--- src/hdl/telnet_strip_line_splitter_assert.svh ---
// Assertion macros for the telnet strip line splitter.
// Used by tsls_core and telnet_strip_line_splitter; no other dependencies.
`ifndef TELNET_STRIP_LINE_SPLITTER_ASSERT_SVH
`define TELNET_STRIP_LINE_SPLITTER_ASSERT_SVH

// Implication checked every clock, off during reset.
`define TSLS_ASSERT_IMPL(lbl, clk, rst, ante, cons, msg) \
   lbl: assert property (@(posedge clk) disable iff (rst) (ante) |-> (cons)) else $error(msg);

// Next-cycle implication, off during reset.
`define TSLS_ASSERT_NEXT(lbl, clk, rst, ante, cons, msg) \
   lbl: assert property (@(posedge clk) disable iff (rst) (ante) |=> (cons)) else $error(msg);

`endif

--- src/hdl/tsls_pkg.sv ---
// Package for the telnet strip line splitter: byte codes, CSR indexes and
// transaction structs. No dependencies.
`default_nettype none

package tsls_pkg;

   localparam logic [7:0] CH_IAC  = 8'd255;
   localparam logic [7:0] CH_SB   = 8'd250;
   localparam logic [7:0] CH_SE   = 8'd240;
   localparam logic [7:0] CH_CR   = 8'd13;
   localparam logic [7:0] CH_LF   = 8'd10;
   localparam logic [1:0] IAC_DROP_COUNT = 2'd3;

   localparam logic ACTION_DATA  = 1'b0;
   localparam logic ACTION_FLUSH = 1'b1;

   localparam logic CSR_TELNET_FILTER_ENABLE = 1'b0;
   localparam logic CSR_FLUSH_PARTIAL_LINES  = 1'b1;

   typedef struct packed {
      logic       action;
      logic [7:0] data_byte;
      logic       chunk_end;
   } req_item_type;

   typedef struct packed {
      logic [7:0] out_byte;
      logic       byte_valid;
      logic       line_end;
   } rsp_item_type;

   typedef struct packed {
      logic telnet_filter_enable;
      logic flush_partial_lines;
   } cfg_type;

endpackage

`default_nettype wire

--- src/hdl/tsls_in_reg.sv ---
// Input register of the telnet strip line splitter.
// Depends on tsls_pkg.
`default_nettype none

module tsls_in_reg (
   input  wire logic                  clock,
   input  wire logic                  reset,
   input  wire logic                  req_valid,
   output logic                       req_ready,
   input  wire tsls_pkg::req_item_type req_item,
   input  wire logic                  advance,
   output logic                       item_valid,
   output tsls_pkg::req_item_type     item
);

   logic                   valid_ff, valid_in;
   tsls_pkg::req_item_type item_ff, item_in;
   logic                   req_fire;

   assign req_ready = !valid_ff || advance;
   assign req_fire  = req_valid && req_ready;

   always_comb begin
      valid_in = valid_ff;
      item_in  = item_ff;
      if (req_fire) begin
         valid_in = 1'b1;
         item_in  = req_item;
      end else if (advance) begin
         valid_in = 1'b0;
      end
   end

   always_ff @(posedge clock) begin
      if (reset) begin
         valid_ff <= 1'b0;
      end else begin
         valid_ff <= valid_in;
      end
      item_ff <= item_in;
   end

   assign item_valid = valid_ff;
   assign item       = item_ff;

endmodule

`default_nettype wire

--- src/hdl/tsls_core.sv ---
// Telnet filter and line splitter state with the per-byte result logic.
// Depends on tsls_pkg and telnet_strip_line_splitter_assert.svh.
`default_nettype none
`include "telnet_strip_line_splitter_assert.svh"

module tsls_core (
   input  wire logic                   clock,
   input  wire logic                   reset,
   input  wire tsls_pkg::cfg_type      cfg,
   input  wire tsls_pkg::req_item_type item,
   input  wire logic                   fire,
   output tsls_pkg::rsp_item_type      result,
   output logic                        has_result
);

   logic       prev_was_cr_ff, prev_was_cr_in;
   logic       line_has_chars_ff, line_has_chars_in;
   logic [1:0] cmd_left_ff, cmd_left_in;
   logic       in_subneg_ff, in_subneg_in;
   logic [1:0] cmd_after;
   logic       subneg_after;
   logic       keep, kept, is_cr, is_lf;
   logic       lend, bvalid, lhc_mid;

   assign is_cr = (item.data_byte == tsls_pkg::CH_CR);
   assign is_lf = (item.data_byte == tsls_pkg::CH_LF);

   // telnet command tracking
   always_comb begin
      cmd_after    = cmd_left_ff;
      subneg_after = in_subneg_ff;
      keep         = !item.data_byte[7];
      if (item.data_byte == tsls_pkg::CH_IAC) begin
         cmd_after = tsls_pkg::IAC_DROP_COUNT;
      end else if (item.data_byte == tsls_pkg::CH_SB) begin
         subneg_after = 1'b1;
      end else if (item.data_byte == tsls_pkg::CH_SE) begin
         subneg_after = 1'b0;
         cmd_after    = 2'd0;
      end
      if (cmd_after != 2'd0) begin
         cmd_after = cmd_after - 2'd1;
         keep      = 1'b0;
      end
      if (subneg_after) begin
         keep = 1'b0;
      end
   end

   assign kept = !cfg.telnet_filter_enable || keep;

   always_comb begin
      prev_was_cr_in    = prev_was_cr_ff;
      line_has_chars_in = line_has_chars_ff;
      cmd_left_in       = cmd_left_ff;
      in_subneg_in      = in_subneg_ff;
      lend              = 1'b0;
      bvalid            = 1'b0;
      lhc_mid           = line_has_chars_ff;
      has_result        = 1'b0;
      if (item.action == tsls_pkg::ACTION_FLUSH) begin
         lend              = 1'b1;
         has_result        = line_has_chars_ff;
         line_has_chars_in = 1'b0;
      end else begin
         if (cfg.telnet_filter_enable) begin
            cmd_left_in  = cmd_after;
            in_subneg_in = subneg_after;
         end
         if (kept) begin
            if (is_cr || is_lf) begin
               if (is_cr || !prev_was_cr_ff) begin
                  lend    = 1'b1;
                  lhc_mid = 1'b0;
               end
            end else begin
               bvalid  = 1'b1;
               lhc_mid = 1'b1;
            end
            prev_was_cr_in = is_cr;
         end
         line_has_chars_in = lhc_mid;
         if (item.chunk_end && cfg.flush_partial_lines && lhc_mid) begin
            lend              = 1'b1;
            line_has_chars_in = 1'b0;
         end
         has_result = bvalid || lend;
      end
   end

   assign result.out_byte   = bvalid ? item.data_byte : 8'd0;
   assign result.byte_valid = bvalid;
   assign result.line_end   = lend;

   always_ff @(posedge clock) begin
      if (reset) begin
         prev_was_cr_ff    <= 1'b0;
         line_has_chars_ff <= 1'b0;
         cmd_left_ff       <= 2'd0;
         in_subneg_ff      <= 1'b0;
      end else if (fire) begin
         prev_was_cr_ff    <= prev_was_cr_in;
         line_has_chars_ff <= line_has_chars_in;
         cmd_left_ff       <= cmd_left_in;
         in_subneg_ff      <= in_subneg_in;
      end
   end

   `TSLS_ASSERT_NEXT(a_filter_off_telnet_idle, clock, reset, !cfg.telnet_filter_enable, $stable(cmd_left_ff) && $stable(in_subneg_ff), "telnet state moved with filter off")
   `TSLS_ASSERT_IMPL(a_subneg_drops, clock, reset, cfg.telnet_filter_enable && in_subneg_ff && item.action == tsls_pkg::ACTION_DATA && item.data_byte != tsls_pkg::CH_SE, !result.byte_valid, "byte kept inside subnegotiation")

endmodule

`default_nettype wire

--- src/hdl/telnet_strip_line_splitter.sv ---
// Top level of the telnet strip line splitter: CSRs, result register.
// Depends on tsls_pkg, tsls_in_reg, tsls_core, telnet_strip_line_splitter_assert.svh.
`default_nettype none
`include "telnet_strip_line_splitter_assert.svh"

// Takes one received byte (or flush event) per clock unless a held result stalls
// it, and returns at most one result per transaction: a text character, a line
// end, or both. Throughput is one transaction per clock while rsp_ready keeps up.
// A result passes through the input register, then the result register, and
// stays until taken. Transactions that produce no result are consumed without a
// response. CSRs must be written only while the block is idle.
module telnet_strip_line_splitter (
   input  wire logic       clock,
   input  wire logic       reset,
   input  wire logic       req_valid,
   output logic            req_ready,
   input  wire logic       req_action,
   input  wire logic [7:0] req_data_byte,
   input  wire logic       req_chunk_end,
   output logic            rsp_valid,
   input  wire logic       rsp_ready,
   output logic [7:0]      rsp_out_byte,
   output logic            rsp_byte_valid,
   output logic            rsp_line_end,
   input  wire logic       csr_write_enable,
   input  wire logic       csr_index,
   input  wire logic       csr_write_data
);

   tsls_pkg::cfg_type      cfg_ff, cfg_in;
   tsls_pkg::req_item_type req_item, item;
   tsls_pkg::rsp_item_type result, rsp_ff, rsp_in;
   logic                   rsp_valid_ff, rsp_valid_in;
   logic                   item_valid, has_result, advance;

   assign req_item.action    = req_action;
   assign req_item.data_byte = req_data_byte;
   assign req_item.chunk_end = req_chunk_end;

   always_comb begin
      cfg_in = cfg_ff;
      if (csr_write_enable) begin
         unique case (csr_index)
            tsls_pkg::CSR_TELNET_FILTER_ENABLE: cfg_in.telnet_filter_enable = csr_write_data;
            tsls_pkg::CSR_FLUSH_PARTIAL_LINES:  cfg_in.flush_partial_lines  = csr_write_data;
            default: cfg_in = cfg_ff;
         endcase
      end
   end

   tsls_in_reg u_in_reg (
      .clock      (clock),
      .reset      (reset),
      .req_valid  (req_valid),
      .req_ready  (req_ready),
      .req_item   (req_item),
      .advance    (advance),
      .item_valid (item_valid),
      .item       (item)
   );

   tsls_core u_core (
      .clock      (clock),
      .reset      (reset),
      .cfg        (cfg_ff),
      .item       (item),
      .fire       (advance),
      .result     (result),
      .has_result (has_result)
   );

   assign advance = item_valid && (!has_result || !rsp_valid_ff || rsp_ready);

   always_comb begin
      rsp_valid_in = rsp_valid_ff && !rsp_ready;
      rsp_in       = rsp_ff;
      if (advance && has_result) begin
         rsp_valid_in = 1'b1;
         rsp_in       = result;
      end
   end

   always_ff @(posedge clock) begin
      if (reset) begin
         cfg_ff       <= '0;
         rsp_valid_ff <= 1'b0;
      end else begin
         cfg_ff       <= cfg_in;
         rsp_valid_ff <= rsp_valid_in;
      end
      rsp_ff <= rsp_in;
   end

   assign rsp_valid      = rsp_valid_ff;
   assign rsp_out_byte   = rsp_ff.out_byte;
   assign rsp_byte_valid = rsp_ff.byte_valid;
   assign rsp_line_end   = rsp_ff.line_end;

   `TSLS_ASSERT_IMPL(a_rsp_not_empty, clock, reset, rsp_valid,
      rsp_byte_valid || rsp_line_end, "empty result delivered")
   `TSLS_ASSERT_IMPL(a_rsp_byte_zero, clock, reset, rsp_valid && !rsp_byte_valid,
      rsp_out_byte == 8'd0, "out_byte set without byte_valid")
   `TSLS_ASSERT_IMPL(a_no_overwrite, clock, reset,
      rsp_valid_ff && !rsp_ready && item_valid && has_result,
      !advance, "result overwritten while stalled")

endmodule

`default_nettype wire

--- config.mk ---
export PLATFORM = sky130hd
export DESIGN_NAME = telnet_strip_line_splitter
export DESIGN_NICKNAME = d
export VERILOG_FILES = /design/src/hdl/tsls_pkg.sv /design/src/hdl/tsls_in_reg.sv /design/src/hdl/tsls_core.sv /design/src/hdl/telnet_strip_line_splitter.sv
export VERILOG_INCLUDE_DIRS = /design/src /design/src/hdl
export SDC_FILE = /design/constraint.sdc
export NUM_CORES = 1
export LEC_CHECK = 0
export CELL_PAD_IN_SITES_DETAIL_PLACEMENT = 1
export CELL_PAD_IN_SITES_GLOBAL_PLACEMENT = 1
export CORE_MARGIN = 3
export CORE_UTILIZATION = 35
export CTS_BUF_LIST = sky130_fd_sc_hd__clkbuf_2
export CTS_CLUSTER_SIZE = 12
export DETAILED_ROUTE_END_ITERATION = 16
export DONT_BUFFER_PORTS = 1
export GPL_TIMING_DRIVEN = 0
export PLACE_DENSITY_LB_ADDON = 0.2
export SKIP_LAST_GASP = 1
export SLEW_MARGIN = 20
export SYNTH_ARGS = -nofsm -noshare
export SYNTH_HDL_FRONTEND = slang
export SYNTH_HIERARCHICAL = 1
export SYNTH_SLANG_ARGS = --single-unit
--- constraint.sdc ---
create_clock -name clock -period 2.9 [get_ports clock]
set_clock_uncertainty 0.2 [all_clocks]
set_input_delay 0.58 -clock clock [delete_from_list [all_inputs] [get_ports clock]]
set_output_delay 0.58 -clock clock [all_outputs]
set_load 0.02 [all_outputs]
Yosys cells after proc, flatten, opt, wreduce, memory -nomap -nowiden:

Index checks and enable logic that the tools add are counted.

* register bits after elaboration: 29
* input bits: 17
* output and inout bits: 12
* logic and storage cells: 76

* add/subtract/negate cells: 1
* eq/ne operators: 5
* mux-type cells: 28
* bitwise operators: 2
* reductions and logical operators: 26

Operators by type and width (count)
* == test 8 bit, second input constant: 3
* two-way mux 1 bit: 24
* == test 8 x 4 -> 1 bit, second input constant: 2
* two-way mux 2 bit: 4
* zero test 1 bit: 7
* logical OR 1 bit: 7
* logical AND 1 bit: 6
* AND reduction 3 bit: 2
* AND reduction 2 bit: 2
* nonzero test 2 bit: 2
* NOT 1 bit: 2
* subtractor 2 x 1 -> 2 bit, second input constant: 1

Logic depth before layout (Yosys ltp):

Gate-level depths: netlist of run 1.

* depth in word-level cells: 22
* gate-level depth with buffers: 9
* mapped depth without buffers: 9

Hierarchy:

Netlist of run 1, hierarchy kept.

By module, submodules not included
* tsls_core: instances 1, cells an instance 58, area an instance 466.7 um^2, sequential area each 100.1 um^2
* telnet_strip_line_splitter: instances 1, cells an instance 26, area an instance 445.4 um^2, sequential area each 360.3 um^2
* tsls_in_reg: instances 1, cells an instance 15, area an instance 355.3 um^2, sequential area each 320.3 um^2

Worst setup path before layout of run 1:

OpenSTA, ideal clock, no wires.

* kind: register -> register
* start point: register u_in_reg.item_ff (netlist bit u_in_reg/item[7])
* end point: register u_core.cmd_left_ff[0]
* library setup time: 0.070 ns
* arrival time: 2.682 ns
* required time: 2.630 ns
* setup slack: -0.052 ns
* stages on the path, launching flop included: 9
* buffers on the path: 0
* period minus slack after synthesis: 2.952 ns
* cell sequence: edfxtp_1 or4b_4 a211oi_4 a21bo_1 a22o_1 a21boi_1 nand3b_1 or4_1 a21oi_1

* longest elaborated chain between the ends: 20
* elaborated cells on any way between the ends: 39
* those cells by class: 1 x add/sub; 5 x eq/ne; 22 x mux; 11 x reduce/logical

RTL lines
* from (decl): RTL line tsls_in_reg.sv:17 `tsls_pkg::req_item_type item_ff, item_in;`
* from (signal assigned): RTL line tsls_in_reg.sv:40 `item_ff <= item_in;`
* == test 8 bit: RTL line tsls_core.sv:37 `end else if (item.data_byte == tsls_pkg::CH_SE) begin`
* two-way mux 2 bit: RTL line tsls_core.sv:37
* two-way mux 2 bit: RTL line tsls_core.sv:35 `end else if (item.data_byte == tsls_pkg::CH_SB) begin`
* two-way mux 2 bit: RTL line tsls_core.sv:33 `if (item.data_byte == tsls_pkg::CH_IAC) begin`
* nonzero test 2 bit: RTL line tsls_core.sv:41 `if (cmd_after != 2'd0) begin`
* two-way mux 1 bit: RTL line tsls_core.sv:41
* two-way mux 1 bit: RTL line tsls_core.sv:45 `if (subneg_after) begin`
* logical OR 1 bit: RTL line tsls_core.sv:50 `assign kept = !cfg.telnet_filter_enable || keep;`
* (+5 left out)
* logical OR 1 bit (*): RTL line tsls_core.sv:87 `has_result = bvalid || lend;`
* two-way mux 1 bit (*): RTL line tsls_core.sv:61 `if (item.action == tsls_pkg::ACTION_FLUSH) begin`
* via has_result: RTL line telnet_strip_line_splitter.sv:34 `logic item_valid, has_result, advance;`
* zero test 1 bit (*): RTL line telnet_strip_line_splitter.sv:72 `assign advance = item_valid && (!has_result || !rsp_valid_ff || rsp_ready);`
* logical OR 1 bit (*) (2 in series): RTL line telnet_strip_line_splitter.sv:72
* logical AND 1 bit (*): RTL line telnet_strip_line_splitter.sv:72
* via advance: RTL line telnet_strip_line_splitter.sv:34
* AND reduction 3 bit (no source line) (*)
* to (signal assigned): RTL line tsls_core.sv:104 `cmd_left_ff <= cmd_left_in;`
* to (decl): RTL line tsls_core.sv:18 `logic [1:0] cmd_left_ff, cmd_left_in;`

Mark *: on every way through the listed nets, which the timed path passes. The rest lies on a longest branch. The select of a mux whose other input is x is not followed.
A chain may end at the register's enable or synchronous reset.

Final worst setup path of run 1:

* start point: register u_in_reg.item_ff (netlist bit u_in_reg/item[7])
* end point: output port req_ready

* longest elaborated chain between the ends: 20
* elaborated cells on any way between the ends: 37
* those cells by class: 5 x eq/ne; 21 x mux; 11 x reduce/logical

RTL lines
* == test 8 bit: RTL line tsls_core.sv:37
* two-way mux 2 bit: RTL line tsls_core.sv:37
* two-way mux 2 bit: RTL line tsls_core.sv:35
* two-way mux 2 bit: RTL line tsls_core.sv:33
* nonzero test 2 bit: RTL line tsls_core.sv:41
* two-way mux 1 bit: RTL line tsls_core.sv:41
* two-way mux 1 bit: RTL line tsls_core.sv:45
* logical OR 1 bit: RTL line tsls_core.sv:50
* (+5 left out)
* logical OR 1 bit (*): RTL line tsls_core.sv:87
* two-way mux 1 bit (*): RTL line tsls_core.sv:61
* via has_result: RTL line telnet_strip_line_splitter.sv:34
* zero test 1 bit (*): RTL line telnet_strip_line_splitter.sv:72
* logical OR 1 bit (*) (2 in series): RTL line telnet_strip_line_splitter.sv:72
* logical AND 1 bit (*): RTL line telnet_strip_line_splitter.sv:72
* via advance: RTL line telnet_strip_line_splitter.sv:34
* logical OR 1 bit (*): RTL line tsls_in_reg.sv:20 `assign req_ready = !valid_ff || advance;`
* to (decl): RTL line telnet_strip_line_splitter.sv:16 `output logic req_ready,`

Marked as above.

==> results of run 1 <==
-- cells in the final DEF (no fill, tap or decap), types with 3 or more instances in the layout --
master | Yosys | layout
nand2b_1 | 4 | 4
dfxtp_1 | 9 | 9
nor2_1 | 4 | 4
clkbuf_2 | 0 | 7
edfxtp_1 | 20 | 20
buf_4 | 2 | 11
nand2_1 | 3 | 3
and2_1 | 7 | 7
a21oi_1 | 5 | 5
nand3_1 | 5 | 5
-- registers in the layout (all words and copies together), names as in the netlist --
signal	cells
cfg_ff	2
rsp_byte_valid	1
rsp_line_end	1
rsp_out_byte	8
rsp_valid	1
u_core/cmd_left_ff	2
u_core/in_subneg_ff	1
u_core/line_has_chars_ff	1
u_core/prev_was_cr_ff	1
u_in_reg/item	10
u_in_reg/item_valid	1
-- kinds of logic (layout without fill, tap and decap cells) --
| family | Yosys count | after routing | share of synthesized area [%] |
|---|---|---|---|
| AOI/OAI and AO/OA | 23 | 23 | 14.7 |
| DFF | 29 | 29 | 61.6 |
| buffers and inverters | 4 | 21 | 1.78 |
| and+or+nand+nor | 43 | 43 | 21.9 |
-- per-layer routing --
metal / vias to the layer above / global-route usage (%) / routed length, um
li1: 404 / - / -
met5: - / 0 / 0
met4: 0 / 7.36 / 55
met3: 6 / 5.61 / 98
met2: 20 / 21.1 / 1260
met1: 389 / 14.1 / 1120
-- per-stage QoR --
stage,power (mW),setup slack (ns),cell area (um^2)
2_1_floorplan,0.539,0.0455,1270
3_5_place_dp,0.554,-0.261,1330
3_3_place_gp,0.552,-0.213,1330
6_report,0.751,-0.207,1450
4_1_cts,0.764,-0.297,1430
5_1_grt,0.791,-0.326,1450
-- power groups by stage --
stage / registers [mW] / logic [mW] / clock network [mW]
floorplan: 0.496 / 0.0439 / 0
global placement: 0.500 / 0.0515 / 0
detailed placement: 0.501 / 0.0529 / 0
CTS: 0.491 / 0.0619 / 0.211
global route: 0.494 / 0.0715 / 0.225
finish: 0.491 / 0.0643 / 0.195
-- Yosys cell counts (2+ instances only) --
| master | number | area [um^2] |
|---|---|---|
| nand3b_1 | 2 | 15.0 |
| nand2_1 | 3 | 11.3 |
| o21ai_0 | 2 | 10.0 |
| nor3_1 | 3 | 15.0 |
| a21oi_1 | 5 | 25.0 |
| buf_4 | 2 | 15.0 |
| a21bo_1 | 2 | 20.0 |
| nand2b_1 | 4 | 25.0 |
| edfxtp_1 | 20 | 601 |
| nand3_1 | 5 | 25.0 |
| a31oi_1 | 2 | 12.5 |
| inv_1 | 2 | 7.51 |
| nand4_1 | 2 | 12.5 |
| and2_1 | 7 | 43.8 |
| nor2b_1 | 2 | 12.5 |
| a21oi_2 | 2 | 17.5 |
| nor2_1 | 4 | 15.0 |
| dfxtp_1 | 9 | 180 |
-- layout make-up --
cell class | instances | area [um^2] | area share, %
repair buffers | 9 | 67.6 | 4.67
clock buffers | 7 | 35.0 | 2.42
multi-input cells | 66 | 480 | 33.2
flip-flops and latches | 29 | 781 | 53.9
plain buffers | 2 | 15.0 | 1.04
clock inverters | 1 | 3.75 | 0.259
inverters | 2 | 7.51 | 0.519
well taps | 46 | 57.6 | 3.98
-- repair_timing --
action | 4_1_cts | 5_1_grt
setup endpoints to repair | 14 | 19
buffers inserted | 7 | 2
cloned | 0 | 0
pin swaps | 3 | 3
gates resized for setup | 2 | 0
-- worst min-delay path by stage --
stage                            endpoint  slack, ns  depth (start not counted)
finish                u_in_reg/item_valid       0.07                          1
detailed placement  u_core/cmd_left_ff[0]       0.28                          2
global route          u_in_reg/item_valid       0.01                          1
CTS                             cfg_ff[0]       0.03                          1
floorplan           u_core/cmd_left_ff[0]       0.26                          2
global placement    u_core/cmd_left_ff[0]       0.28                          2
-- worst reg2reg max path, cell delays in order, from the launching register on --
cell and delay, ns:
edfxtp_1 0.42, or4b_4 0.58, a211oi_4 0.19, a21bo_1 0.24, a22o_1 0.22, a21boi_4 0.14
buf_4 0.16, nand3b_1 0.12, or4_1 0.52, a21oi_1 0.13
==> results.cfg, run 1 <==
[critical_path]
crit_fanout = 3
cp_top_family = compound AO/OA/AOI/OAI gates
regToRegSetupSlack_ns = -0.08
critical_path_required_ns = 2.12
critical_path.cell_chain = or4b_4 > a211oi_4 > a21bo_1 > a22o_1 > a21boi_4 > nand2b_4
cpPeakStageDelay_ns = 0.58
r2r_end = u_core/cmd_left_ff[0]
worstSetupEndpoint = req_ready
startpoint = u_in_reg/item[7]
critPathKind = reg -> out
cp_slowest_cell = or4b_4
crit_cells = 6
worst-path-buf-inv = 0
reg2regPathDepth = 9
crit_path_start_kind = flop
worstReg2RegStart = u_in_reg/item[7]
cp-end-kind = primary output
cp.arrival_ns = 2.33

[detailed_routing]
detail_route.wl_per_cell_um = 15.6
dr.first_iter.drc_count = 15
firstDrtPassIters = 4
drc = 0
vias = 819
drt-total-wl_mm = 2.54
via_per_inst = 5.06
detail-route-antenna-nets = 0

[timing]
worst_pin_slew_ns = 0.777
fmax_ghz = 0.322
finalMaxSlewViolations = 0
post-route-min-period_ns = 3.11
hold_slack_ns = 0.0701
finalHoldViolCount = 0
rsz0062_at_grt = yes
fin_crit_sh_pct = 107
setup_viol = 13
setup_tns_ns = -0.672
setup_ws_ns = -0.207
slew_headroom_pct = 48.0

[power]
p_clk_share_pct = 26.0
p_per_area_nw_per_um2 = 518
p_comb_share_pct = 8.6
p_int_uw = 563
seqPwrFrac_pct = 65.4
p_sw_share_pct = 24.9
irDropWorstVdd_mv = 0.247
p_leak_nw = 0.498
p_sw_uw = 187

[logic_synthesis]
yosys_warnings = 6
synth_seq_cells = 29
synth_edf_count = 20
syn-instance-count = 99
synthFlopType = edfxtp_1
synth_nets = 116
netlist_area_um2 = 1270
async_flop_share_pct = 0
synth_cell_types = 39
yosysSeqAreaShare_pct = 61.6
syn_avg_cell_area_um2 = 12.8

[global_routing]
grt-ovfl-total = 0
grt_first_pass_wirelength_mm = 3.98
grt_max_degree = 12
grtUsageTotal_pct = 13.0
antenna_found_initial = 0
grt_pass1_vias = 873

[min_path]
hp-start = reset
worstHoldPathType = in -> reg

[cts]
cts_tree = done
clk_latency_ns = 0.34
cts-root-buf = clkbuf_2
h-tree-depth = 2
holdBufCountCts = 0
cts.reportedPaths.clkPinSlew_ns = 0.14
numClockSinks = 29
clock_path_buffers = 2
cts-buffers-inserted = 5

[place]
place_inst = 145
dpl.hpwl_mm = 1.77
gp_congestion = 0.711
io_buffers = 0

[floorplan]
die_y_um = 66.2
dieArea_um2 = 4380
floorplan.initialDensity_pct = 37.1
coreArea_um2 = 3420
die_x_um = 66.2
rows = 21
ios = 29

[cells_and_area]
fillerInstances = 365
fin_cells = 162
nets = 132
drive_gt1_share_pct = 27.6
syn_to_final_growth_pct = 14.2
diodes = 0
final_util_pct = 42.4

[run_status]
violations = negative setup slack
status = finished with violations

[flow_run]
max_cap_viol_count = 0
No activity file was read; power rests on OpenSTA's default activity.
==> inputs of run 2 (changes only) <==
==> constraint.sdc (replaced) <==
create_clock -name clock -period 3.21 [get_ports clock]
set_clock_uncertainty 0.2 [all_clocks]
set_input_delay 0.642 -clock clock [delete_from_list [all_inputs] [get_ports clock]]
set_output_delay 0.642 -clock clock [all_outputs]
set_load 0.02 [all_outputs]
==> results.cfg, run 2 (same netlist as run 1, synthesis figures left out) <==
[floorplan]
die_y_um = 66.2
dieArea_um2 = 4380
coreArea_um2 = 3420
ios = 29
die_x_um = 66.2
rows = 21
floorplan.initialDensity_pct = 37.1

[detailed_routing]
drt-total-wl_mm = 2.60
drc = 0
detail_route.wl_per_cell_um = 15.8
dr.first_iter.drc_count = 48
vias = 844
detail-route-antenna-nets = 0
via_per_inst = 5.15
firstDrtPassIters = 3

[critical_path]
critPathKind = reg -> out
cp-end-kind = primary output
crit_path_start_kind = flop
regToRegSetupSlack_ns = 0.14
crit_fanout = 3
cp.arrival_ns = 2.31
critical_path_required_ns = 2.37

[cells_and_area]
syn_to_final_growth_pct = 15.0
fillerInstances = 381
final_cell_mix = edfxtp_1 (20), buf_4 (13), dfxtp_1 (9)
drive_gt1_share_pct = 28.0
diodes = 0
final_util_pct = 42.7
layout_commonest_cell = edfxtp_1
largest_reg_flops = 10
nets = 134
fin_area_um2 = 1460

[global_routing]
grt_first_pass_wirelength_mm = 4.15
grt_max_degree = 12
grtUsageTotal_pct = 13.4
grt_pass1_vias = 874
grt-ovfl-total = 0
antenna_found_initial = 0

[cts]
numClockSinks = 29
cts-buffers-inserted = 5
cts-root-buf = clkbuf_2
clock_path_buffers = 2
h-tree-depth = 2
holdBufCountCts = 0
clk_latency_ns = 0.36
cts.reportedPaths.clkPinSlew_ns = 0.14
cts_tree = done

[place]
place_area_um2 = 1330
io_buffers = 0
dpl.hpwl_mm = 1.81
gp_congestion = 0.731

[power]
power.total_uw = 678
irDropWorstVdd_mv = 0.121
p_leak_nw = 0.508
p_per_area_nw_per_um2 = 465

[run_status]
status = complete, no violations

[min_path]
worstHoldPathType = in -> reg

[timing]
finalHoldViolCount = 0
slew_headroom_pct = 47.1
worst_pin_slew_ns = 0.790
rsz0062_at_grt = yes
fmax_ghz = 0.317
setup_viol = 0
finalMaxSlewViolations = 0
fin_crit_sh_pct = 98.3
post-route-min-period_ns = 3.16

[flow_run]
max_cap_viol_count = 0
-- run 2: cell count changes in the layout (fill, tap and decap cells not counted) --
| cell | delta |
|---|---|
| nor3_2 | -1 |
| buf_4 | +2 |
| nor3_1 | +1 |
-- run 2: power breakdown --
part	internal (mW)	switching, mW	total, mW
Sequential	0.422	0.0213	0.443
Combinational	0.0301	0.0293	0.0594
Clock	0.0583	0.118	0.176
Total	0.510	0.168	0.678
-- run 2: final timing paths --
kind / from / endpoint / cells past startpoint
min reg2reg: u_core/cmd_left_ff[0] / u_core/cmd_left_ff[0] / 2
max reg2reg: u_in_reg/item[5] / u_core/cmd_left_ff[0] / 9
max: u_in_reg/item[5] / req_ready / 6
min: reset / u_in_reg/item_valid / 1
-- run 2: stage by stage --
stage / cells / TNS [ns] / hold slack (ns) / setup WS [ns]
after detailed placement: 145 / -0.216 / 0.308 / -0.165
after CTS: 159 / -0.0409 / 0.101 / -0.0409
after floorplan: 99 / 0 / 0.262 / 0.255
after global placement: 145 / -0.101 / 0.287 / -0.0875
after global routing: 164 / -0.0658 / 0.0694 / -0.0638
final: 164 / 0 / 0.120 / 0.0547
-- run 2: layer usage --
metal,up-vias,routed length [um],track usage (%)
met4,0,36,6.09
met2,22,1330,22.3
met1,408,1130,14.4
met3,5,108,6.12
li1,409,-,-
met5,-,0,0
-- run 2: worst max-delay path: stages (launching register included) --
cell	delay, ns
edfxtp_1	0.43
or4b_4	0.58
a211oi_4	0.19
a21bo_1	0.23
a22o_1	0.22
a21boi_4	0.14
nand2b_4	0.19
-- run 2: layout make-up --
| type | count | area (um^2) | area share (%) |
|---|---|---|---|
| buffer | 2 | 15.0 | 1.03 |
| timing repair buffer | 11 | 82.6 | 5.67 |
| inverter | 2 | 7.51 | 0.515 |
| clock buffer | 7 | 35.0 | 2.40 |
| tap | 46 | 57.6 | 3.95 |
| clock inverter | 1 | 3.75 | 0.258 |
| multi-input combinational | 66 | 475 | 32.6 |
| sequential | 29 | 781 | 53.6 |
-- run 2: repair_timing --
item / in CTS / in global routing
gates cloned: 0 / 0
pin swaps: 3 / 3
gates resized for setup: 2 / 0
endpoints found under the setup margin: 8 / 2
buffers inserted: 6 / 5
==> inputs of run 3 (changes only) <==
--- a/config.mk
+++ b/config.mk
@@ -6,6 +6,7 @@
 export SDC_FILE = /design/constraint.sdc
 export NUM_CORES = 1
 export LEC_CHECK = 0
+export ABC_CLOCK_PERIOD_IN_PS = 3210
 export CELL_PAD_IN_SITES_DETAIL_PLACEMENT = 1
 export CELL_PAD_IN_SITES_GLOBAL_PLACEMENT = 1
 export CORE_MARGIN = 3
@@ -20,5 +21,4 @@
 export SLEW_MARGIN = 20
 export SYNTH_ARGS = -nofsm -noshare
 export SYNTH_HDL_FRONTEND = slang
-export SYNTH_HIERARCHICAL = 1
 export SYNTH_SLANG_ARGS = --single-unit
==> results.cfg, run 3 <==
[critical_path]
cpPeakStageDelay_ns = 0.40
cp-end-kind = primary output
cp.arrival_ns = 2.13
crit_fanout = 9
reg2regPathDepth = 7
critPathKind = reg -> out
cp_slowest_cell = edfxtp_1
crit_path_start_kind = flop
critical_path_required_ns = 2.37
critical_path.cell_chain = buf_6 > o32ai_1 > o41a_1 > a31oi_2 > o21bai_1 > nand3_1

[floorplan]
ios = 29
coreArea_um2 = 3520
dieArea_um2 = 4630
die_x_um = 68.1
rows = 21
floorplan.initialDensity_pct = 38.3
die_y_um = 68.1

[detailed_routing]
met2_length_mm = 1.24
drc = 0
via_per_inst = 5.29
detail-route-antenna-nets = 0
m1WireLength_mm = 1.28
highest_layer = met4
wl_met3_um = 98
dr.first_iter.drc_count = 43
vias = 915
drt-total-wl_mm = 2.67
detail_route.wl_per_cell_um = 15.5
firstDrtPassIters = 4

[logic_synthesis]
synthTopCellsByArea = edfxtp_1 (45%), dfxtp_1 (13%), and2_1 (4.2%)
yosysMostFrequentCell = edfxtp_1
synth_edf_count = 20
synth_seq_cells = 29
synth_top_cell_by_area = edfxtp_1
synth_cell_types = 40
synth_top_area_share_pct = 44.5
netlist_area_um2 = 1350
syn_avg_cell_area_um2 = 11.3
async_flop_share_pct = 0
yosys_warnings = 0
synth_nets = 136
synthFlopType = edfxtp_1
syn-instance-count = 119
yosysSeqAreaShare_pct = 57.9
yosys-top-cells-count = edfxtp_1 (20), nand2_1 (14), nor2_1 (11), and2_1 (9), dfxtp_1 (9)

[timing]
fin_crit_sh_pct = 92.7
fmax_ghz = 0.336
post-route-min-period_ns = 2.98
finalMaxSlewViolations = 0
finalHoldViolCount = 0
setup_viol = 0
rsz0062_at_grt = no
slew_headroom_pct = 48.3
worst_pin_slew_ns = 0.772
setup_ws_ns = 0.234
hold_slack_ns = 0.171
setup_tns_ns = 0

[flow_run]
max_cap_viol_count = 0

[run_status]
status = complete, no violations

[power]
p_clk_share_pct = 26.6
power.total_uw = 655
p_leak_nw = 0.497
seqPwrFrac_pct = 66.8
p_int_uw = 489
irDropWorstVdd_mv = 0.203
p_per_area_nw_per_um2 = 448
p_sw_uw = 166
p_comb_share_pct = 6.6
p_sw_share_pct = 25.3

[min_path]
worstHoldPathType = in -> reg
min_delay_path_depth = 0

[place]
place_area_um2 = 1410
dpl.hpwl_mm = 2.02
io_buffers = 0
place_inst = 165
dp_slack_ns = 0.126
gp_congestion = 0.718

[cts]
numClockSinks = 29
clk_latency_ns = 0.35
cts-root-buf = clkbuf_2
cts_tree = done
cts.reportedPaths.clkPinSlew_ns = 0.15
cts-buffers-inserted = 5
clock_path_buffers = 2
post_cts.repair.setup_buffers = 0
h-tree-depth = 2

[cells_and_area]
final_cell_mix = edfxtp_1 (20), nand2_1 (14), nor2_1 (11)
syn_to_final_growth_pct = 8.35
fin_area_um2 = 1460
nets = 143
final_util_pct = 41.5
layout_commonest_cell = edfxtp_1
fin_cells = 173
diodes = 0
drive_gt1_share_pct = 14.2
largest_reg_flops = 10

[global_routing]
grtUsageTotal_pct = 13.7
antenna_found_initial = 0
grt_pass1_vias = 936
grt_max_degree = 11
grt-ovfl-total = 0
grt_first_pass_wirelength_mm = 4.57
-- run 3: area by class of cell --
class | count | area [um^2]
inverters | 5 | 18.8
well taps | 46 | 57.6
plain buffers | 3 | 20.0
flip-flops and latches | 29 | 781
clock buffers | 6 | 30.0
fillers | 398 | 2060
multi-input cells | 82 | 544
clock inverters | 2 | 10.0
-- run 3: critical path, delay by kind of cell (launching register included) --
kind | cells | cell delay, ns
buf+inv | 1 | 0.15
flops | 1 | 0.40
compound gates | 4 | 0.95
simple gates | 1 | 0.28
-- run 3: worst paths after layout --
check / endpoint / slack (ns) / startpoint
hold reg to reg: cfg_ff[0] / 0.32 / cfg_ff[0]
setup / recovery: req_ready / 0.23 / u_in_reg.item[1]
hold / removal: u_in_reg.item[6] / 0.17 / req_data_byte[5]
setup reg to reg: rsp_out_byte[5] / 0.40 / u_in_reg.item[1]
-- run 3: power groups by stage --
| stage | combinational [mW] | sequential, mW | clock [mW] |
|---|---|---|---|
| floorplan | 0.0341 | 0.441 | 0 |
| global placement | 0.0413 | 0.445 | 0 |
| detailed placement | 0.0428 | 0.446 | 0 |
| CTS | 0.0431 | 0.437 | 0.186 |
| global route | 0.0500 | 0.440 | 0.202 |
| finish | 0.0434 | 0.437 | 0.174 |
-- run 3: what timing repair did --
item | CTS | global route
hold endpoints to repair | 0 | 0
endpoints found under the setup margin | 0 | 1
resized for setup | 0 | 1
hold buffers | 0 | 0
-- run 3: per-layer routing --
metal | up-vias | track usage, %
met4 | 0 | 7.44
met3 | 8 | 3.94
li1 | 455 | -
met2 | 25 | 20.5
met1 | 427 | 17.7
met5 | - | 0
-- run 3: cells by family after synthesis --
family / count (synthesis) / share of synthesized area (%)
multiplexers: 2 / 1.48
buffers and inverters: 8 / 2.88
flip-flops: 29 / 57.9
AND/OR/NAND/NOR: 54 / 21.3
AO/OA/AOI/OAI: 26 / 16.4
